### src/rtl/assert_macros.svh
// Assertion macros used by the top-level RTL file
`ifndef ASSERT_MACROS_SVH
`define ASSERT_MACROS_SVH
`ifndef SYNTH
`define ASSERT_IMPL(lbl, clk, rstn, prop, msg) \
  lbl: assert property (@(posedge clk) disable iff (!rstn) (prop)) else $error(msg);
`define ASSERT_NEXT(lbl, clk, rstn, ante, cons, msg) \
  lbl: assert property (@(posedge clk) disable iff (!rstn) (ante) |=> (cons)) else $error(msg);
`else
`define ASSERT_IMPL(lbl, clk, rstn, prop, msg)
`define ASSERT_NEXT(lbl, clk, rstn, ante, cons, msg)
`endif
`endif

### src/rtl/v3n_pkg.sv
// Package with types and constants of the vector normalizer
`default_nettype none
package v3n_pkg;
  localparam int unsigned CompW   = 16;
  localparam int unsigned SumW    = 48;
  localparam int unsigned LenW    = 24;
  localparam int unsigned NumW    = 38;
  localparam int unsigned UnitW   = 16;
  localparam int unsigned SqrtSteps = 24;
  localparam int unsigned DivSteps  = 15;
  localparam int unsigned DepthDefault = SqrtSteps + DivSteps + 2;
  localparam logic [UnitW-1:0] UnitOne = 16'd16384;

  typedef struct packed {
    logic             vld;
    logic             zero;
    logic             unit;
    logic [2:0]       neg;
  } v3n_tag_t;

  typedef struct packed {
    logic [SumW-1:0]   rem;
    logic [LenW-1:0]   root;
    logic [SumW-1:0]   rad;
    logic [CompW-1:0]  mx;
    logic [CompW-1:0]  my;
    logic [CompW-1:0]  mz;
    v3n_tag_t          tag;
  } v3n_sqrt_t;

  typedef struct packed {
    logic [NumW-1:0]  rx;
    logic [NumW-1:0]  ry;
    logic [NumW-1:0]  rz;
    logic [CompW-1:0] qx;
    logic [CompW-1:0] qy;
    logic [CompW-1:0] qz;
    logic [LenW-1:0]  len;
    v3n_tag_t         tag;
  } v3n_div_t;
endpackage
`default_nettype wire

### src/rtl/v3n_div_cell.sv
// One restoring-division cell for three quotients sharing a divisor
`default_nettype none
module v3n_div_cell (
  input  wire logic              clk_i,
  input  wire logic              rst_ni,
  input  v3n_pkg::v3n_div_t      cell_i,
  output v3n_pkg::v3n_div_t      cell_o
);
  import v3n_pkg::*;

  v3n_div_t cell_d, cell_q;
  logic vld_q;

  function automatic logic [NumW+CompW:0] div_step(
    input logic [NumW-1:0]  rem,
    input logic [CompW-1:0] quo,
    input logic [LenW-1:0]  den
  );
    logic [NumW:0]   r2;
    logic [NumW:0]   d;
    logic [NumW-1:0] rn;
    logic            bitq;
    r2 = {rem, 1'b0};
    d  = {(NumW+1-LenW)'(0), den} << (DivSteps - 1);
    if (r2 >= d) begin
      rn   = NumW'(r2 - d);
      bitq = 1'b1;
    end else begin
      rn   = NumW'(r2);
      bitq = 1'b0;
    end
    return {rn, quo[CompW-2:0], bitq, 1'b0};
  endfunction

  logic [NumW+CompW:0] sx, sy, sz;

  always_comb begin
    cell_d = cell_i;
    sx = div_step(cell_i.rx, cell_i.qx, cell_i.len);
    sy = div_step(cell_i.ry, cell_i.qy, cell_i.len);
    sz = div_step(cell_i.rz, cell_i.qz, cell_i.len);
    cell_d.rx = sx[NumW+CompW -: NumW];
    cell_d.qx = sx[CompW:1];
    cell_d.ry = sy[NumW+CompW -: NumW];
    cell_d.qy = sy[CompW:1];
    cell_d.rz = sz[NumW+CompW -: NumW];
    cell_d.qz = sz[CompW:1];
  end

  always_ff @(posedge clk_i or negedge rst_ni) begin
    if (!rst_ni) begin
      vld_q <= 1'b0;
    end else begin
      vld_q <= cell_d.tag.vld;
    end
  end

  always_ff @(posedge clk_i) begin
    cell_q <= cell_d;
  end

  always_comb begin
    cell_o         = cell_q;
    cell_o.tag.vld = vld_q;
  end
endmodule
`default_nettype wire

### config.mk
export PLATFORM = sky130hd
export DESIGN_NAME = v3n_div_cell
export DESIGN_NICKNAME = d
export VERILOG_FILES = /design/src/rtl/assert_macros.svh /design/src/rtl/v3n_pkg.sv /design/src/rtl/v3n_div_cell.sv
export SDC_FILE = /design/constraint.sdc
export NUM_CORES = 1
export LEC_CHECK = 0
export ABC_AREA = 0
export BUFFER_PORTS_ARGS = -buffer_cell sky130_fd_sc_hd__buf_2
export CAP_MARGIN = 20
export CORE_AREA = 2 2 149 151
export DETAILED_ROUTE_END_ITERATION = 10
export DIE_AREA = 0 0 151 153
export PLACE_DENSITY_LB_ADDON = 0.1
export SYNTH_ARGS = -nofsm -noshare
export SYNTH_HDL_FRONTEND = slang
export SYNTH_SLANG_ARGS = --single-unit
### constraint.sdc
create_clock -name clk_i -period 0.8 [get_ports clk_i]
set_input_delay 0.04 -clock clk_i [delete_from_list [all_inputs] [get_ports clk_i]]
set_output_delay 0.04 -clock clk_i [all_outputs]
set_load 0.01 [all_outputs]
# Word-level counts from Yosys, hierarchy flattened
# Cells that the tools add are included.
[word_totals]
ramBits = 0
latchBits = 0
register_bits = 192
n_memories = 0
word_cells = 26
input_bits = 194
out_inout_bits = 192
romBits = 0
[op_classes]
addsub = 3
n_shift = 0
muxes = 6
reduce_logical = 0
n_eq_ne = 0
n_mul = 0
n_bitwise = 0
n_div = 0
magnitude_cmp = 3
[op_table]
columns = ["operator", "n"]
rows = [
  ["39-bit by 38-bit >= comparator with 1-bit output", 3],
  ["38-bit two-way mux", 3],
  ["38-bit subtractor", 3],
  ["1-bit two-way mux", 3],
]

# Depth between registers and ports, before layout
# Gate-level depths: netlist of run 1.
[logic_depth]
word_depth = 2
depth_mapped = 13
ltp_nobuf = 12

# Worst setup path after synthesis of run 1
# OpenSTA, ideal clock, no wires.
[synth_path]
path_kind = "input to register"
from = "input cell_i[7] (netlist bit)"
to = "register cell_q (netlist bit cell_o[148])"
stages = 11
t_required_ns = 0.679
setup_slack_ns = -1.686
setup_ns = 0.121
n_path_buf = 1
t_arrival_ns = 2.365
cell_sequence = "inv_1 ha_1 nor2b_1 o31a_1 nor3_1 o31ai_2 a41oi_2 o311ai_2 a211oi_4 buf_6 mux2_2"
[synth_rtl]
columns = ["item", "line_no", "rtl"]
rows = [
  ["from (decl)", "v3n_div_cell.sv:6", "input v3n_pkg::v3n_div_t cell_i,"],
  ["to (signal assigned)", "v3n_div_cell.sv:59", "cell_q <= cell_d;"],
  ["to (decl)", "v3n_div_cell.sv:11", "v3n_div_t cell_d, cell_q;"],
]

==> results.sh, run 1 <==
export IMPL_status="finished, violations left"
export IMPL_violations="negative setup slack"
export IMPL_drc=0
export IMPL_cts_htree_levels=4
export IMPL_yosysWarnings=0
export IMPL_worstPathMaxFanout=9
export IMPL_multi_input_area_sq_um=5020
export IMPL_required_ps=1130
export IMPL_crit_type="input pin to flip-flop"
export IMPL_grt_max_degree=23
export IMPL_grt_use_total_pct=27.0
export IMPL_ys_types=80
export IMPL_synth_area_leader_cell="dfxtp_1"
export IMPL_hold_violations=0
export IMPL_p_seq_share_pct=35.5
export IMPL_port_buffers=379
export IMPL_nFillCells=1386
export IMPL_wl_mm=34.9
export IMPL_maxCapViolations=0
export IMPL_switching_power_mw=9.74
export IMPL_powerDensity_nw_per_um2=1880
export IMPL_viasPerCell=4.80
export IMPL_ys_ff_latch=189
export IMPL_endpoint_kind="flip-flop"
export IMPL_irDropWorstVdd_mv=2.09
export IMPL_hold_slack_ps=49.6
export IMPL_coreArea_sq_um=21500
export IMPL_p_int_mw=21.6
export IMPL_combinationalPowerShare_pct=34.8
export IMPL_dpl_hpwl_mm=22.5
export IMPL_arrival_ps=2520
export IMPL_io_pins=386
export IMPL_fmax_ghz=0.455
export IMPL_grt_pass1_wl_mm=48.3
export IMPL_synth_edf_count=0
export IMPL_die_area_sq_um=23100
export IMPL_hp_class="input pin to flip-flop"
export IMPL_netlist_instances=803
export IMPL_die_h_um=153
export IMPL_dr_pass1_iters=5
export IMPL_syn_area_sq_um=8520
export IMPL_p_leak_nw=7.97
export IMPL_wl_per_cell_um=18.2
export IMPL_finalCritPeriodShare_pct=275
export IMPL_grt_pass1_vias=9334
export IMPL_setup_viol=264
export IMPL_rsz0062_at_grt="yes"
export IMPL_area_delta_synth_final_pct=96.3
export IMPL_cts_inserted_buffers=17
export IMPL_clockBufferDepth=2
export IMPL_routabilityCongestion=0.847
export IMPL_final_nets=1895
export IMPL_synth_main_ff_cell="dfxtp_1"
export IMPL_synth_async_reset_ratio_pct=0.529
export IMPL_layout_drive_gt1_share_pct=56.7
export IMPL_maxSlewViolCount=0
export IMPL_cts_root_buf="clkbuf_16"
export IMPL_switching_share_pct=31.0
export IMPL_post_route_min_period_ps=2200
export IMPL_grt_overflow_total=0
export IMPL_rows=54
export IMPL_die_x_um=151
export IMPL_seq_area_frac_synth_pct=44.5
export IMPL_cp_start_kind="input pin"
export IMPL_clkPwrFrac_pct=29.7
export IMPL_synth_area_leaders="dfxtp_1 44%, ha_1 11%, mux2_2 6.3%"
export IMPL_postRouteAntennaNets=0
export IMPL_start_util_pct=39.7
export IMPL_fin_ws_ps=-1400
export IMPL_seqCellArea_sq_um=3920
export IMPL_post_route_util_pct=77.8
export IMPL_clkSlewWorstSetupHoldPaths_ps=80
export IMPL_clock_sinks=189
export IMPL_first_iter_violations=412
export IMPL_antenna_found_initial=2
export IMPL_syn_avg_cell_area_sq_um=10.6
export IMPL_cts_tree="done"
export IMPL_via_count=9230
export IMPL_holdPathStages=4
export IMPL_yosysTopAreaCellShare_pct=44.2
[logic make-up after synthesis]
group           count (synthesis)  share of synthesized area [%]
compound gates                179                           15.2
simple gates                  171                           10.1
other cells                     1                         0.0440
fa+ha+maj                      75                           11.3
xor+xnor                       57                           5.86
buf+inv                        60                           3.66
mux                            71                           9.37
flops                         189                           44.5
[metal layers]
metal	GRT usage, %	vias up	wire length [um]
li1	-	4535	-
met1	32.4	4317	14100
met2	47.4	321	17600
met3	5.70	57	2350
met4	9.52	0	868
met5	0	-	0
[worst paths after layout]
kind | from | end
min | cell_i[92] | cell_o[93]
max | cell_i[24] | cell_o[134]
min in group asynchronous | rst_ni | vld_q
max in group asynchronous | rst_ni | vld_q
[synth_stat cells, drive strengths merged, types with 3 or more instances]
cell type / count
a211oi: 5
a21boi: 3
a21o: 28
a21oi: 49
a31oi: 10
a41oi: 4
and3: 5
buf: 12
clkbuf: 7
dfxtp: 188
fa: 3
ha: 72
inv: 39
mux2: 64
mux2i: 7
nand2: 38
nand2b: 7
nand3: 15
nand4: 13
nor2: 42
nor2b: 15
nor3: 11
nor4: 12
o21a: 12
o21ai: 35
o21bai: 4
o311ai: 4
o31a: 3
xnor2: 41
xor2: 16
[sequential cells by signal, summed over array words and instances, names as in the netlist]
name / cells
vld_q: 1
cell_o: 188
[stage by stage]
stage / setup WS [ps] / TNS [ps] / instances / cell area, sq um / total power [mW]
4_1_cts: -1360 / -118360 / 1906 / 15900 / 30.2
5_1_grt: -1490 / -132840 / 1920 / 16700 / 32.7
3_3_place_gp: -1880 / -130380 / 1663 / 12500 / 19.1
6_report: -1400 / -118390 / 1922 / 16700 / 31.4
3_5_place_dp: -1880 / -132580 / 1663 / 12500 / 19.1
2_1_floorplan: -1640 / -109460 / 805 / 8730 / 15.3
[placed cells by master, fill, tap and decap left out, types with 40 or more instances in the layout]
cell | Yosys | final
dlygate4sd3_1 | 0 | 187
ha_1 | 72 | 52
buf_2 | 4 | 269
nor2_1 | 42 | 40
xnor2_1 | 41 | 41
buf_6 | 4 | 119
dfxtp_1 | 188 | 87
dfxtp_2 | 0 | 101
a21oi_1 | 48 | 43
buf_4 | 4 | 233
[area by class of cell]
type / count / area share, %
repair buffers: 823 / 39.5
multi-input cells: 556 / 30.0
flip-flops and latches: 189 / 23.4
clock buffers: 17 / 2.54
well taps: 280 / 2.10
clock inverters: 15 / 1.30
inverters: 39 / 1.09
diodes: 3 / 0.0449
[power groups by stage]
stage | clock [mW] | sequential (mW) | combinational, mW
3_3_place_gp | 0 | 11.0 | 8.08
3_5_place_dp | 0 | 11.0 | 8.13
2_1_floorplan | 0 | 11.6 | 3.70
6_report | 9.33 | 11.1 | 10.9
4_1_cts | 9.40 | 10.9 | 9.89
5_1_grt | 9.82 | 11.2 | 11.7
[critical path, cell delays in order]
cell	delay, ps
buf_2	120
inv_2	90
ha_4	210
a21o_1	200
a21o_1	160
a21o_1	180
nand3_1	110
nand2_2	90
a311oi_2	270
o311ai_2	160
a211oi_4	260
buf_6	150
buf_12	130
mux2_2	350
[repair_timing]
action	CTS	global route
hold buffers	187	0
resized for setup	180	176
cloned	2	4
buffers inserted	26	12
setup endpoints to repair	264	264
hold endpoints to repair	185	0
pin swaps	37	20
Note: power is estimated with default switching activity, not from simulation.
==> run 2: changes to the inputs <==
--- a/config.mk
+++ b/config.mk
@@ -11,7 +11,7 @@
 export CORE_AREA = 2 2 149 151
 export DETAILED_ROUTE_END_ITERATION = 10
 export DIE_AREA = 0 0 151 153
-export PLACE_DENSITY_LB_ADDON = 0.1
+export PLACE_DENSITY = 0.69
 export SYNTH_ARGS = -nofsm -noshare
 export SYNTH_HDL_FRONTEND = slang
 export SYNTH_SLANG_ARGS = --single-unit
==> constraint.sdc (replaced) <==
create_clock -name clk_i -period 2.14 [get_ports clk_i]
set_input_delay 0.107 -clock clk_i [delete_from_list [all_inputs] [get_ports clk_i]]
set_output_delay 0.107 -clock clk_i [all_outputs]
set_load 0.01 [all_outputs]
==> run 2 against run 1 <==
The run still ends with negative setup slack left. Clock power down 63%. Utilization down 3.6 points. Sequential cell count unchanged. Non-clock buffer count down 34. Total power down 64%. First-iteration DRC count up 5.3%. Critical path type unchanged. Largest cell class unchanged. Largest power group unchanged. Highest routed layer is now met5.
==> results.sh, run 2 (synthesis gave the netlist of run 1 again) <==
export IMPL_setup_viol=65
export IMPL_wl_per_cell_um=18.1
export IMPL_start_util_pct=39.7
export IMPL_worst_pin_slew_ps=504
export IMPL_post_route_min_period_ps=2300
export IMPL_grt_pass1_vias=9169
export IMPL_maxSlewViolCount=0
export IMPL_antenna_found_initial=5
export IMPL_worstPathMaxFanout=3
export IMPL_clockBufferDepth=2
export IMPL_power_total_mw=11.3
export IMPL_p_leak_nw=7.71
export IMPL_p_int_mw=7.82
export IMPL_routabilityCongestion=0.880
export IMPL_crit_chain="buf_8 -> clkinvlp_4 -> buf_6 -> ha_4 -> nor2b_4 -> o21ai_2 -> a41oi_2 -> o2111a_2 -> or4_4 -> a31oi_4 -> o21ai_2 -> xor2_1 -> mux2_4"
export IMPL_worstSetupPathDepth=13
export IMPL_die_area_sq_um=23100
export IMPL_grt_overflow_total=0
export IMPL_layout_drive_gt1_share_pct=50.7
export IMPL_grt_max_degree=20
export IMPL_layout_common_cells="370 x buf_2, 206 x buf_4, 188 x dfxtp_1"
export IMPL_rsz0062_at_grt="yes"
export IMPL_violations="negative setup slack"
export IMPL_maxCapViolations=0
export IMPL_coreArea_sq_um=21500
export IMPL_critPathBufInv=3
export IMPL_dpl_hpwl_mm=22.4
export IMPL_clkSlewWorstSetupHoldPaths_ps=80
export IMPL_cp_start_kind="input pin"
export IMPL_hold_violations=0
export IMPL_port_buffers=379
export IMPL_placed_area_sq_um=12300
export IMPL_clkPwrFrac_pct=30.2
export IMPL_dr_pass1_iters=5
export IMPL_drc=0
export IMPL_final_nets=1861
export IMPL_slew_headroom_pct=66.1
export IMPL_hp_class="input pin to flip-flop"
export IMPL_viasPerCell=4.96
export IMPL_fin_ws_ps=-162
export IMPL_mostFrequentLayoutCell="buf_2"
export IMPL_slowest_delay_ps=560
export IMPL_area_delta_synth_final_pct=87.3
export IMPL_status="finished, violations left"
export IMPL_via_count=9356
export IMPL_switching_power_mw=3.50
export IMPL_cts_htree_levels=4
export IMPL_cpMostUsedCell="o21ai_2"
export IMPL_post_route_util_pct=74.2
export IMPL_rows=54
export IMPL_irDropWorstVdd_mv=0.507
export IMPL_wl_mm=34.2
export IMPL_die_h_um=153
export IMPL_critical_path_top_delay_family="compound AO/OA/AOI/OAI gates"
export IMPL_grt_use_total_pct=26.5
export IMPL_powerDensity_nw_per_um2=710
export IMPL_arrival_ps=2640
export IMPL_postRouteAntennaNets=0
export IMPL_fmax_ghz=0.434
export IMPL_combinationalPowerShare_pct=34.0
export IMPL_first_iter_violations=434
export IMPL_grt_pass1_wl_mm=47.6
export IMPL_cts_inserted_buffers=17
export IMPL_p_seq_share_pct=35.8
export IMPL_switching_share_pct=30.9
export IMPL_finalCritPeriodShare_pct=108
export IMPL_hold_slack_ps=12.4
export IMPL_cts_root_buf="clkbuf_16"
export IMPL_crit_type="input pin to flip-flop"
export IMPL_cts_tree="done"
export IMPL_required_ps=2470
export IMPL_critPathLaunch="cell_i[8]"
export IMPL_fin_area_sq_um=16000
export IMPL_clock_sinks=189
export IMPL_die_x_um=151
export IMPL_crit_slowest_cell="or4_4"
export IMPL_largest_reg_flops=188
export IMPL_io_pins=386
export IMPL_nFillCells=1468
export IMPL_endpoint_kind="flip-flop"
export IMPL_dp_cells=1635
export IMPL_fin_cells=1888
export IMPL_crit_end="cell_o[112]"
[run 2: cell count changes in the layout (fill, tap and decap cells not counted), moves of 5 or more]
cell	change
ha_4	+5
nand3_1	-6
dfxtp_2	-101
mux2_2	-16
buf_4	-27
nand3_2	+6
ha_1	-5
buf_6	-104
buf_2	+101
mux2_4	+14
dfxtp_1	+101
[run 2: worst min path at each step]
stage / endpoint / cells after the start / startpoint / slack, ps
after floorplan: vld_q / 0 / rst_ni / -190
after CTS: cell_o[8] / 1 / cell_i[8] / -240
after global routing: cell_o[93] / 3 / cell_i[92] / 20
final: cell_o[93] / 3 / cell_i[92] / 10
after detailed placement: vld_q / 1 / rst_ni / -120
after global placement: vld_q / 1 / rst_ni / -120
[run 2: what timing repair did]
| action | in CTS | in global routing |
|---|---|---|
| hold endpoints to repair | 183 | 3 |
| gates cloned | 1 | 4 |
| resized for setup | 62 | 119 |
| hold buffers | 183 | 3 |
| pin swaps | 45 | 46 |
| buffers inserted | 16 | 20 |
| setup endpoints to repair | 68 | 70 |
[run 2: power by group through the flow]
stage	Clock, mW	Combinational (mW)	Sequential (mW)
after floorplan	0	1.38	4.34
after global placement	0	2.94	4.11
after detailed placement	0	2.98	4.11
after CTS	3.47	3.45	4.04
after global routing	3.61	4.11	4.08
final	3.42	3.85	4.05
[run 2: stage by stage]
step,setup WS (ps),TNS [ps]
after detailed placement,-621,-38370
after global routing,-245,-8350
final,-162,-3560
after global placement,-569,-36580
after floorplan,-366,-14660
after CTS,-111,-1880
[run 2: layout make-up]
class                   count  area, sq um  area share, %
diodes                      3         7.51         0.0471
clock buffers              18          429           2.69
clock inverters            14          189           1.18
inverters                  39          179           1.12
multi-input cells         556         5340           33.4
flip-flops and latches    189         3790           23.7
well taps                 280          350           2.20
repair buffers            789         5670           35.6
[run 2: worst min-delay path, cell delays in order]
cell and delay (ps):
buf_2 120, inv_1 90, mux2i_1 80
[run 2: per-layer routing]
| metal | global-route usage [%] | routed length (um) |
|---|---|---|
| met1 | 30.9 | 13600 |
| met2 | 46.5 | 17000 |
| met5 | 0 | 32 |
| met3 | 6.39 | 2280 |
| met4 | 10.3 | 1290 |
