===== src/rtl/assert_macros.svh =====
// Assertion macros used by the top-level RTL file
`ifndef ASSERT_MACROS_SVH
`define ASSERT_MACROS_SVH
`ifndef SYNTH
`define ASSERT_IMPL(lbl, clk, rstn, prop, msg) \
  lbl: assert property (@(posedge clk) disable iff (!rstn) (prop)) else $error(msg);
`define ASSERT_NEXT(lbl, clk, rstn, ante, cons, msg) \
  lbl: assert property (@(posedge clk) disable iff (!rstn) (ante) |=> (cons)) else $error(msg);
`else
`define ASSERT_IMPL(lbl, clk, rstn, prop, msg)
`define ASSERT_NEXT(lbl, clk, rstn, ante, cons, msg)
`endif
`endif


===== src/rtl/v3n_pkg.sv =====
// Package with types and constants of the vector normalizer
`default_nettype none
package v3n_pkg;
  localparam int unsigned CompW   = 16;
  localparam int unsigned SumW    = 48;
  localparam int unsigned LenW    = 24;
  localparam int unsigned NumW    = 38;
  localparam int unsigned UnitW   = 16;
  localparam int unsigned SqrtSteps = 24;
  localparam int unsigned DivSteps  = 15;
  localparam int unsigned DepthDefault = SqrtSteps + DivSteps + 2;
  localparam logic [UnitW-1:0] UnitOne = 16'd16384;

  typedef struct packed {
    logic             vld;
    logic             zero;
    logic             unit;
    logic [2:0]       neg;
  } v3n_tag_t;

  typedef struct packed {
    logic [SumW-1:0]   rem;
    logic [LenW-1:0]   root;
    logic [SumW-1:0]   rad;
    logic [CompW-1:0]  mx;
    logic [CompW-1:0]  my;
    logic [CompW-1:0]  mz;
    v3n_tag_t          tag;
  } v3n_sqrt_t;

  typedef struct packed {
    logic [NumW-1:0]  rx;
    logic [NumW-1:0]  ry;
    logic [NumW-1:0]  rz;
    logic [CompW-1:0] qx;
    logic [CompW-1:0] qy;
    logic [CompW-1:0] qz;
    logic [LenW-1:0]  len;
    v3n_tag_t         tag;
  } v3n_div_t;
endpackage
`default_nettype wire


===== src/rtl/v3n_sqrt_cell.sv =====
// One digit-recurrence cell of the pipelined square root
`default_nettype none
module v3n_sqrt_cell (
  input  wire logic              clk_i,
  input  wire logic              rst_ni,
  input  v3n_pkg::v3n_sqrt_t     cell_i,
  output v3n_pkg::v3n_sqrt_t     cell_o
);
  import v3n_pkg::*;

  v3n_sqrt_t cell_d, cell_q;
  logic vld_q;
  logic [SumW+1:0] trial;
  logic [SumW+1:0] rem2;

  always_comb begin
    cell_d = cell_i;
    rem2   = {cell_i.rem, cell_i.rad[SumW-1 -: 2]};
    trial  = {cell_i.root, 2'b01};
    cell_d.rad = {cell_i.rad[SumW-3:0], 2'b00};
    if (rem2 >= trial) begin
      cell_d.rem  = SumW'(rem2 - trial);
      cell_d.root = {cell_i.root[LenW-2:0], 1'b1};
    end else begin
      cell_d.rem  = SumW'(rem2);
      cell_d.root = {cell_i.root[LenW-2:0], 1'b0};
    end
  end

  always_ff @(posedge clk_i or negedge rst_ni) begin
    if (!rst_ni) begin
      vld_q <= 1'b0;
    end else begin
      vld_q <= cell_d.tag.vld;
    end
  end

  always_ff @(posedge clk_i) begin
    cell_q <= cell_d;
  end

  always_comb begin
    cell_o         = cell_q;
    cell_o.tag.vld = vld_q;
  end
endmodule
`default_nettype wire


===== config.mk =====
export PLATFORM = sky130hd
export DESIGN_NAME = v3n_sqrt_cell
export DESIGN_NICKNAME = d
export VERILOG_FILES = /design/src/rtl/assert_macros.svh /design/src/rtl/v3n_pkg.sv /design/src/rtl/v3n_sqrt_cell.sv
export SDC_FILE = /design/constraint.sdc
export NUM_CORES = 1
export LEC_CHECK = 0
export CAP_MARGIN = 15
export CORE_AREA = 4 4 132 134
export CTS_CLUSTER_DIAMETER = 150
export DETAILED_ROUTE_END_ITERATION = 6
export DIE_AREA = 0 0 136 138
export DONT_BUFFER_PORTS = 1
export GPL_TIMING_DRIVEN = 0
export PLACE_DENSITY = 0.58
export RECOVER_POWER = 50
export SLEW_MARGIN = 20
export SYNTH_ARGS = -nofsm -noshare
export SYNTH_HDL_FRONTEND = slang
export SYNTH_SLANG_ARGS = --single-unit
export TNS_END_PERCENT = 10

===== constraint.sdc =====
create_clock -name clk_i -period 0.8 [get_ports clk_i]
set_input_delay 0.24 -clock clk_i [delete_from_list [all_inputs] [get_ports clk_i]]
set_output_delay 0.24 -clock clk_i [all_outputs]
set_load 0.005 [all_outputs]

==> results of run 1 <==
## stage by stage
step / util, % / hold slack, ps / TNS (ps)
floorplan: - / -55.6 / -80520
global placement: 38.4 / -55.6 / -100450
detailed placement: 38.4 / -55.5 / -101670
## cells by family after synthesis
| logic type | share of synthesized area, % |
|---|---|
| AOI/OAI and AO/OA | 13.2 |
| xor gates and xnor gates | 6.49 |
| adders and majority gates | 5.48 |
| buffers and inverters | 4.15 |
| DFF | 58.1 |
| and+or+nand+nor | 12.6 |
| other | 0.0631 |
## Yosys cell counts (3+ instances only)
cell,n,area (µm²)
a21o_1,16,120
a21oi_1,37,185
a31oi_1,3,18.8
and2_1,3,18.8
and3_1,3,18.8
buf_2,5,25.0
buf_4,6,45.0
clkbuf_1,5,18.8
dfxtp_1,171,3420
ha_1,26,325
inv_1,38,143
nand2_1,39,146
nand3_1,15,75.1
nand3b_1,3,22.5
nand4_1,3,18.8
nand4b_1,3,26.3
nor2_1,40,150
nor3_1,14,70.1
nor4_1,5,31.3
o211ai_1,4,30.0
o21ai_0,19,95.1
o21bai_1,3,22.5
or4_1,4,30.0
xnor2_1,23,201
xor2_1,21,184
==> reports/results.tsv, run 1 <==
stage	metric	value	unit
run_status	status	aborted with a tool error	
run_status	haltStage	clock tree synthesis	
run_status	error_line	[ERROR RSZ-0060] Max buffer count reached.	
placed_design	dpl.hpwl	16.0	mm
placed_design	gp_congestion	0.877	
placed_design	dpl-instance-area	0.00625	mm²
floorplan	start_util	36.5	%
clock_tree	clock-sinks	172	
yosys	synthArstFlopShare	0.581	%
clock_tree	post_cts_buffers	15	
yosys	yosys_most_used_dff	dfxtp_1	
yosys	yosys_register_bits	172	
clock_tree	post_cts_resized	229	
clock_tree	ctsRootBufferMaster	clkbuf_16	
yosys	syn_area	0.00594	mm²
clock_tree	max-clock-path-buffers	2	
placed_design	place_inst	777	
clock_tree	htree_levels	4	
yosys	synth_edf_count	0	
floorplan	die_h	138	µm
floorplan	ioPinCount	350	
floorplan	die_w	136	µm
clock_tree	postCtsHoldBufs	165	
yosys	yosysWarningCount	0	
yosys	synthCells	556	
clock_tree	cts_buffers	17	
placed_design	pre_cts_ws	-2450	ps
placed_design	numPortBuffers	0	
floorplan	core.rowCount	47	
yosys	synthDistinctLibCells	63	
yosys	synth_area_per_cell	10.7	µm²
yosys	yosysSeqAreaShare	58.1	%
==> run 2: changes to the inputs <==
--- a/config.mk
+++ b/config.mk
@@ -6,13 +6,12 @@
 export NUM_CORES = 1
 export LEC_CHECK = 0
 export CAP_MARGIN = 15
-export CORE_AREA = 4 4 132 134
-export CTS_CLUSTER_DIAMETER = 150
+export CORE_AREA = 4 4 135 137
 export DETAILED_ROUTE_END_ITERATION = 6
-export DIE_AREA = 0 0 136 138
+export DIE_AREA = 0 0 139 141
 export DONT_BUFFER_PORTS = 1
 export GPL_TIMING_DRIVEN = 0
-export PLACE_DENSITY = 0.58
+export PLACE_DENSITY_LB_ADDON = 0.15
 export RECOVER_POWER = 50
 export SLEW_MARGIN = 20
 export SYNTH_ARGS = -nofsm -noshare
==> constraint.sdc (replaced) <==
create_clock -name clk_i -period 1 [get_ports clk_i]
set_input_delay 0.3 -clock clk_i [delete_from_list [all_inputs] [get_ports clk_i]]
set_output_delay 0.3 -clock clk_i [all_outputs]
set_load 0.005 [all_outputs]
==> run 2 against run 1 <==
The flow now finishes, with violations (setup timing). Synthesized cell count unchanged. Synthesized area stayed put.
==> reports/results.tsv, run 2 <==
stage	metric	value	unit
timing	rsz0062_at_grt	true	
layout	mostFrequentLayoutCells	dfxtp_2 (166), dlygate4sd3_1 (157), nand2_1 (36), inv_1 (33)	
layout	design_area	0.00942	mm²
detailed_routing	drtIter0Drc	164	
global_route	gr-total-overflow	0	
timing	fmax	0.422	GHz
floorplan	die_w	139	µm
clock_tree	cts_tree	done	
detailed_routing	routed_wl	22.4	mm
detailed_routing	wl_per_cell	22.6	µm
detailed_routing	vias	4860	
worst_setup_path	cp_max_fo	7	
yosys	synth_compound_area_share	13.2	%
pwr	p_leak	3.76	nW
timing	fin_crit	2370	ps
global_route	antenna_found_initial	0	
global_route	grt_pass1_wl	32.5	mm
placed_design	dpl-instance-area	0.00626	mm²
floorplan	die_area	0.0196	mm²
yosys	synthCells	556	
worst_setup_path	worstPathArrival	2680	ps
placed_design	dpl.hpwl	15.9	mm
timing	hold_viol	0	
layout	instances_no_fill	992	
pwr	powerDensity	1760	mW/mm²
yosys	yosys_most_used_dff	dfxtp_1	
clock_tree	max-clock-path-buffers	2	
placed_design	place_inst	782	
global_route	grtUsageTotal	21.9	%
yosys	yosys_register_bits	172	
layout	final_common_cell	dfxtp_2	
yosys	ys_top_cells_by_count	dfxtp_1 (171), nor2_1 (40), nand2_1 (39)	
detailed_routing	firstDrtPassIters	4	
timing	worst_pin_slew	876	ps
run_status	violations	setup timing	
clock_tree	cts.clk_slew.worst_paths	70	ps
timing	slew_headroom	41.1	%
yosys	synthDistinctLibCells	63	
placed_design	gp_congestion	0.843	
clock_tree	ctsRootBufferMaster	clkbuf_16	
yosys	yosys.area.top_type	dfxtp_1	
yosys	yosysTopAreaCellShare	57.6	%
yosys	syn_area	0.00594	mm²
placed_design	numPortBuffers	0	
run_status	status	finished, violations left	
layout	drive_gt1_share	41.9	%
detailed_routing	drc	0	
yosys	synthArstFlopShare	0.581	%
floorplan	start_util	34.8	%
worst_setup_path	critPathCaptureType	register	
timing	tns	-69410	ps
yosys	synth_xor_area_share	6.49	%
floorplan	ioPinCount	350	
clock_tree	cts_buffers	17	
worst_setup_path	slowest_stage	or4_4	
layout	nNetsFinal	956	
yosys	yosysSeqAreaShare	58.1	%
yosys	synth_most_common_cell	dfxtp_1	
global_route	grt_max_degree	20	
clock_tree	htree_levels	4	
worst_setup_path	cp_cell_sequence	inv_8, ha_4, nand4_4, or4_4, or4_4, nand3_4, nor3_4, a2111oi_4, buf_6, nand4b_1, xnor2_1	
timing	setup_viol	221	
layout	n_antenna_cell	0	
floorplan	die_h	141	µm
detailed_routing	via_per_inst	4.90	
worst_setup_path	path_class	in2reg	
layout	largest_register_ffs	171	
timing	hold_ws	18.3	ps
timing	report.final.slew_viol_count	0	
yosys	synth_area_per_cell	10.7	µm²
min_path	hold_class	in2reg	
run	cap_viol_max_count	0	
yosys	synthSimpleGateAreaFrac	12.6	%
yosys	synthTopCellsByArea	dfxtp_1 (58%), ha_1 (5.5%), xnor2_1 (3.4%)	
yosys	synth_top_family_by_area	compound AO/OA/AOI/OAI gates	
worst_setup_path	start_kind	primary input	
yosys	yosysWarningCount	0	
yosys	synthAdderAreaFrac	5.48	%
layout	fill_cells	1422	
yosys	synth_edf_count	0	
layout	final_util	55.2	%
worst_setup_path	worst_path_largest_cell_delay	560	ps
global_route	grt_pass1_vias	5209	
timing	worst_slack	-1370	ps
floorplan	core	0.0171	mm²
worst_setup_path	path_common_cell	or4_4	
pwr	ir_drop	0.00111	V
timing	finalCritPeriodShare	237	%
worst_setup_path	cp_data_required_time	1300	ps
clock_tree	clock-sinks	172	
yosys	synthMuxAreaShare	0	%
detailed_routing	ant_nets	0	
layout	syn_to_final_growth	58.6	%
floorplan	core.rowCount	48	
[run 2: cell counts after synthesis]
No cell type changed its count.
[run 2: metrics by stage]
step	worst slack (ps)	power (mW)
5_1_grt	-1440	17.3
4_1_cts	-1530	16.5
2_1_floorplan	-1720	8.85
6_report	-1370	16.6
3_3_place_gp	-2250	9.33
3_5_place_dp	-2250	9.33
[run 2: worst max-delay path, delay by kind of cell]
| kind | cells | cell delay [ps] |
|---|---|---|
| simple gates | 6 | 1470 |
| fa+ha+maj | 1 | 280 |
| compound gates | 1 | 230 |
| buf+inv | 2 | 190 |
| xor+xnor | 1 | 180 |
[run 2: cell type report]
type,count,area [µm²],share of cell area [%]
tap,225,282,2.99
timing repair buffer,186,1850,19.6
sequential,172,3670,39.0
clock buffer,18,429,4.55
multi-input combinational,329,2740,29.1
buffer,9,123,1.30
clock inverter,14,151,1.61
inverter,39,176,1.87
[run 2: cells by family (layout without fill, tap and decap cells)]
group	count (synthesis)	in the layout
AO/OA/AOI/OAI	112	112
AND/OR/NAND/NOR	145	145
flip-flops	172	172
other	1	2
buffers and inverters	56	266
adder cells (fa/ha/maj)	26	26
XOR/XNOR	44	44
[run 2: worst paths after layout]
kind                       slack [ps]     endpoint         from  depth (start not counted)
max in group asynchronous         830        vld_q       rst_ni                          1
min in group asynchronous          70        vld_q       rst_ni                          1
worst max-delay path            -1370  cell_o[169]  cell_i[110]                         11
worst min-delay path               20  cell_o[134]  cell_i[132]                          2
[run 2: routing by layer]
layer,vias up,GRT usage [%],share of wire (%)
met3,45,8.38,8.0
li1,2306,-,-
met1,2276,24.7,38
met4,0,10.2,3.7
met5,-,0,0
met2,233,36.8,50
[run 2: report_power, final]
part | switching, mW | internal (mW)
Clock | 3.07 | 3.34
Sequential | 0.407 | 7.52
Combinational | 1.08 | 1.21
Total | 4.55 | 12.1
[run 2: timing repair]
action                                  CTS  global route
hold buffers                            156             1
gates resized for setup                 241            62
pin swaps                                16            25
buffers inserted                         19            10
endpoints found under the hold margin   157             1
gates cloned                              0             1
endpoints found under the setup margin  221           221
No activity file was read; power rests on OpenSTA's default activity.
==> run 3: changes to the inputs <==
--- a/config.mk
+++ b/config.mk
@@ -6,9 +6,10 @@
 export NUM_CORES = 1
 export LEC_CHECK = 0
 export CAP_MARGIN = 15
-export CORE_AREA = 4 4 135 137
+export CORE_ASPECT_RATIO = 0.75
+export CORE_MARGIN = 4
+export CORE_UTILIZATION = 40
 export DETAILED_ROUTE_END_ITERATION = 6
-export DIE_AREA = 0 0 139 141
 export DONT_BUFFER_PORTS = 1
 export GPL_TIMING_DRIVEN = 0
 export PLACE_DENSITY_LB_ADDON = 0.15
==> run 3 against run 2 <==
The run still ends with setup timing left. Routed wire length down 0.46%. Clock power up 0.9%. First-iteration DRC count is 38% higher. Sequential share of layout area is 0.90 points lower. Largest cell class unchanged. Sequential power hardly changed. Largest power group unchanged. Non-clock buffer count up 15. Sequential cell count stayed put. Setup slack improved by 25 ps. Die area decreased by 14%. Final area up 2.3%. Global-route usage increased by 2.8 points.
==> reports/results.tsv, run 3 (same netlist as run 2, synthesis figures left out) <==
stage	metric	value	unit
global_route	gr-total-overflow	0	
run_status	violations	setup timing	
global_route	grt_pass1_wl	31.4	mm
detailed_routing	vias	5044	
timing	finalCritPeriodShare	235	%
clock_tree	max-clock-path-buffers	2	
floorplan	core.rowCount	38	
layout	fill_cells	1041	
placed_design	numPortBuffers	0	
placed_design	place_inst	757	
placed_design	gp_congestion	0.847	
global_route	grt_pass1_vias	5122	
worst_setup_path	start_kind	primary input	
pwr	powerDensity	1740	mW/mm²
layout	mostFrequentLayoutCells	dfxtp_2 (168), dlygate4sd3_1 (155), nand2_1 (32), inv_1 (31), buf_4 (31)	
detailed_routing	drtIter0Drc	227	
detailed_routing	via_per_inst	5.14	
timing	worst_pin_slew	858	ps
placed_design	dpl.hpwl	14.7	mm
detailed_routing	drc	0	
detailed_routing	firstDrtPassIters	5	
worst_setup_path	path_class	in2reg	
pwr	p_leak	3.88	nW
layout	largest_register_ffs	171	
layout	nNetsFinal	971	
floorplan	ioPinCount	350	
floorplan	die_w	149	µm
clock_tree	cts_buffers	17	
layout	syn_to_final_growth	62.3	%
timing	fmax	0.426	GHz
floorplan	start_util	41.0	%
detailed_routing	wl_per_cell	22.7	µm
clock_tree	ctsRootBufferMaster	clkbuf_16	
clock_tree	cts_tree	done	
clock_tree	cts.clk_slew.worst_paths	70	ps
min_path	hp-start	cell_i[139]	
pwr	cellInternalPower	12.1	mW
layout	drive_gt1_share	46.7	%
timing	rsz0062_at_grt	true	
detailed_routing	routed_wl	22.3	mm
worst_setup_path	cp_data_required_time	1320	ps
floorplan	die_area	0.0169	mm²
pwr	combPwrFrac	14.2	%
pwr	clkPwrFrac	38.6	%
global_route	grtUsageTotal	24.7	%
detailed_routing	ant_nets	0	
global_route	antenna_found_initial	1	
floorplan	die_h	114	µm
pwr	netSwitchingFraction	27.5	%
timing	setup_viol	221	
global_route	grt_max_degree	20	
layout	final_util	66.5	%
min_path	hold_class	in2reg	
clock_tree	htree_levels	4	
worst_setup_path	worstPathArrival	2660	ps
timing	report.final.slew_viol_count	0	
worst_setup_path	critPathLaunch	cell_i[130]	
timing	slew_headroom	42.2	%
run	cap_viol_max_count	0	
worst_setup_path	critPathCaptureType	register	
floorplan	core	0.0145	mm²
run_status	status	finished, violations left	
layout	final_common_cell	dfxtp_2	
layout	instances_no_fill	982	
layout	n_antenna_cell	0	
pwr	p_seq_share	47.2	%
timing	worst_slack	-1350	ps
timing	hold_viol	0	
worst_setup_path	cp_max_fo	4	
clock_tree	clock-sinks	172	
timing	fin_crit	2350	ps
pwr	ir_drop	0.00111	V
pwr	switchingPower	4.61	mW
## run 3: layer usage
metal,part of all wire [%],GRT usage (%),vias up
met5,0.031,0,-
met4,3.3,9.97,2
met3,8.2,8.66,52
met2,48,39.5,272
met1,41,30.8,2380
li1,-,-,2338
## run 3: final timing paths
path / slack [ps] / cells after the start / to
setup / recovery: -1350 / 10 / cell_o[171]
hold / removal: 10 / 2 / cell_o[141]
max in group asynchronous: 830 / 1 / vld_q
min in group asynchronous: 70 / 1 / vld_q
## run 3: power groups by stage
| stage | Combinational [mW] | Clock (mW) | Sequential [mW] |
|---|---|---|---|
| after floorplan | 1.08 | 0 | 7.78 |
| after CTS | 2.11 | 6.52 | 7.91 |
| after detailed placement | 1.34 | 0 | 7.95 |
| final | 2.39 | 6.46 | 7.90 |
| after global routing | 2.58 | 6.87 | 7.93 |
| after global placement | 1.33 | 0 | 7.96 |
## run 3: layout make-up
| cell class | count | area (µm²) | area share, % |
|---|---|---|---|
| clock buffers | 18 | 429 | 4.45 |
| repair buffers | 198 | 1960 | 20.4 |
| clock inverters | 14 | 151 | 1.57 |
| flip-flops and latches | 172 | 3670 | 38.1 |
| multi-input cells | 329 | 2850 | 29.5 |
| well taps | 200 | 250 | 2.60 |
| plain buffers | 12 | 156 | 1.62 |
| inverters | 39 | 176 | 1.83 |
## run 3: critical path, cell delays in order
cell and delay [ps]:
ha_4 250, a2111oi_4 350, o21ai_2 110, a221o_1 400
a31oi_4 260, o221ai_4 160, a2111oi_4 330, buf_4 200
nand4b_1 120, xnor2_1 180
## run 3: timing repair
item	in CTS	in global routing
buffers inserted	23	17
endpoints found under the setup margin	221	221
pin swaps	20	38
hold buffers	153	2
gates resized for setup	251	102
endpoints found under the hold margin	153	2
gates cloned	1	2
## run 3: stage by stage
step                setup TNS, ps  hold slack (ps)  cell area (µm²)  setup slack, ps  total power, mW
floorplan                  -73660             4.41             5980            -1720             8.85
global placement           -93920             4.44             6230            -2250             9.29
detailed placement         -94800             4.43             6230            -2270             9.29
CTS                        -76980             1.08             9090            -1430             16.5
global route               -77610            -1.55             9640            -1430             17.4
finish                     -69620             11.7             9640            -1350             16.7
==> run 4: changes to the inputs <==
--- a/config.mk
+++ b/config.mk
@@ -11,8 +11,7 @@
 export CORE_UTILIZATION = 40
 export DETAILED_ROUTE_END_ITERATION = 6
 export DONT_BUFFER_PORTS = 1
-export GPL_TIMING_DRIVEN = 0
-export PLACE_DENSITY_LB_ADDON = 0.15
+export PLACE_DENSITY = 0.63
 export RECOVER_POWER = 50
 export SLEW_MARGIN = 20
 export SYNTH_ARGS = -nofsm -noshare
==> run 4 against run 3 <==
The run still ends with setup timing left. Utilization is 1.8 points higher. Sequential share of layout area is 1.0 points lower. First-iteration DRC count is 37% higher. Worst hold slack better by 17 ps. Total power is 1.8% higher. Die area stayed put. Sequential cell count stayed put. Non-clock buffer count is 76 higher. Critical path depth is 1 higher. Via count is 5.8% higher. Routed wire length is 2.4% higher. Critical path type unchanged. Critical endpoint is now cell_o[169]. Largest cell class unchanged.
==> reports/results.tsv, run 4 (same netlist as run 2, synthesis figures left out) <==
stage	metric	value	unit
run_status	status	finished, violations left	
run_status	violations	setup timing	
clock_tree	max-clock-path-buffers	2	
timing	worst_slack	-1280	ps
worst_setup_path	start_kind	primary input	
timing	tns	-65950	ps
timing	finalCritPeriodShare	228	%
placed_design	dpl.hpwl	15.6	mm
placed_design	dpl-instance-area	0.00704	mm²
floorplan	start_util	41.0	%
layout	design_area	0.00990	mm²
timing	fmax	0.439	GHz
detailed_routing	drtIter0Drc	312	
worst_setup_path	critPathCaptureType	register	
clock_tree	clock-sinks	172	
worst_setup_path	cp_data_required_time	1320	ps
global_route	grt_use_met3	9.57	%
layout	nNetsFinal	1047	
placed_design	gp_congestion	0.881	
clock_tree	ctsRootBufferMaster	clkbuf_16	
placed_design	pre_cts_ws	-1930	ps
clock_tree	cts.clk_slew.worst_paths	70	ps
detailed_routing	routed_wl	22.8	mm
floorplan	die_area	0.0169	mm²
global_route	grtUsageTotal	26.5	%
pwr	ir_drop	0.00106	V
timing	setup_viol	221	
detailed_routing	ant_nets	0	
detailed_routing	wl_per_cell	21.6	µm
layout	drive_gt1_share	47.0	%
layout	syn_to_final_growth	66.7	%
pwr	powerDensity	1720	mW/mm²
layout	final_common_cell	dfxtp_2	
worst_setup_path	cp_max_fo	7	
timing	hold_viol	0	
timing	fin_crit	2280	ps
min_path	hold_class	in2reg	
global_route	antenna_found_initial	0	
pwr	total_power	17.1	mW
detailed_routing	firstDrtPassIters	4	
global_route	grt_pass1_wl	34.1	mm
floorplan	die_w	149	µm
floorplan	die_h	114	µm
layout	instances_no_fill	1059	
timing	hold_ws	28.6	ps
global_route	grt_max_degree	19	
clock_tree	cts_tree	done	
layout	mostFrequentLayoutCells	dfxtp_2 (168), dlygate4sd3_1 (154), buf_4 (125), nor2_1 (36)	
global_route	grt_pass1_vias	5875	
timing	worst_pin_slew	508	ps
floorplan	core	0.0145	mm²
placed_design	place_inst	861	
placed_design	numPortBuffers	0	
detailed_routing	vias	5336	
clock_tree	cts_buffers	17	
clock_tree	htree_levels	4	
global_route	top_usage_layer	met2	
pwr	p_leak	4.18	nW
detailed_routing	drc	0	
global_route	gr-total-overflow	0	
timing	report.final.slew_viol_count	0	
global_route	met1_usage	30.1	%
timing	slew_headroom	65.6	%
worst_setup_path	worstPathArrival	2600	ps
detailed_routing	via_per_inst	5.04	
floorplan	core.rowCount	38	
worst_setup_path	path_class	in2reg	
global_route	met2_usage	44.6	%
layout	largest_register_ffs	171	
timing	rsz0062_at_grt	true	
floorplan	ioPinCount	350	
run	cap_viol_max_count	0	
layout	final_util	68.3	%
-- run 4: cell types whose count changed in the layout (fill, tap and decap cells not counted), moves of 4 or more --
| cell | before | now |
|---|---|---|
| o21ai_2 | 4 | 0 |
| buf_6 | 16 | 5 |
| nor2_4 | 12 | 0 |
| a21oi_1 | 24 | 35 |
| nor2_2 | 8 | 4 |
| ha_2 | 4 | 0 |
| nor2_1 | 20 | 36 |
| buf_4 | 31 | 125 |
| o21ai_0 | 6 | 12 |
| a21oi_2 | 10 | 2 |
-- run 4: worst paths after layout --
check	startpoint	endpoint	slack [ps]	cells after the start
min in group asynchronous	rst_ni	vld_q	80	1
hold / removal	cell_i[139]	cell_o[141]	30	2
max in group asynchronous	rst_ni	vld_q	810	1
setup / recovery	cell_i[111]	cell_o[169]	-1280	11
-- run 4: report_power, final --
part | switching, mW | internal [mW] | total, mW
combinational | 1.18 | 1.53 | 2.71
clock | 3.11 | 3.34 | 6.44
sequential | 0.380 | 7.52 | 7.90
-- run 4: repair_timing --
action,4_1_cts,5_1_grt
buffers inserted,13,0
pin swaps,17,9
hold endpoints to repair,154,0
endpoints found under the setup margin,221,221
resized for setup,249,18
hold buffers,154,0
-- run 4: cell type report --
type                    instances  area (µm²)
fillers                       988        4600
flip-flops and latches        172        3670
multi-input cells             329        2660
repair buffers                286        2580
clock buffers                  18         429
well taps                     200         250
inverters                      39         174
clock inverters                14         149
diodes                          1        2.50
-- run 4: per-layer routing --
metal	share of wire, %	up-vias
met2	48	290
met1	38	2492
li1	-	2492
met4	4.3	0
met3	9.2	62
met5	0	-
-- run 4: critical path, stage by stage --
cell and delay (ps):
inv_8 10, ha_4 260, nand4_4 110, or4_4 550
or4_4 460, nand3_4 120, nor3_4 70, a2111oi_4 230
buf_6 210, nand4b_1 130, xnor2_1 140
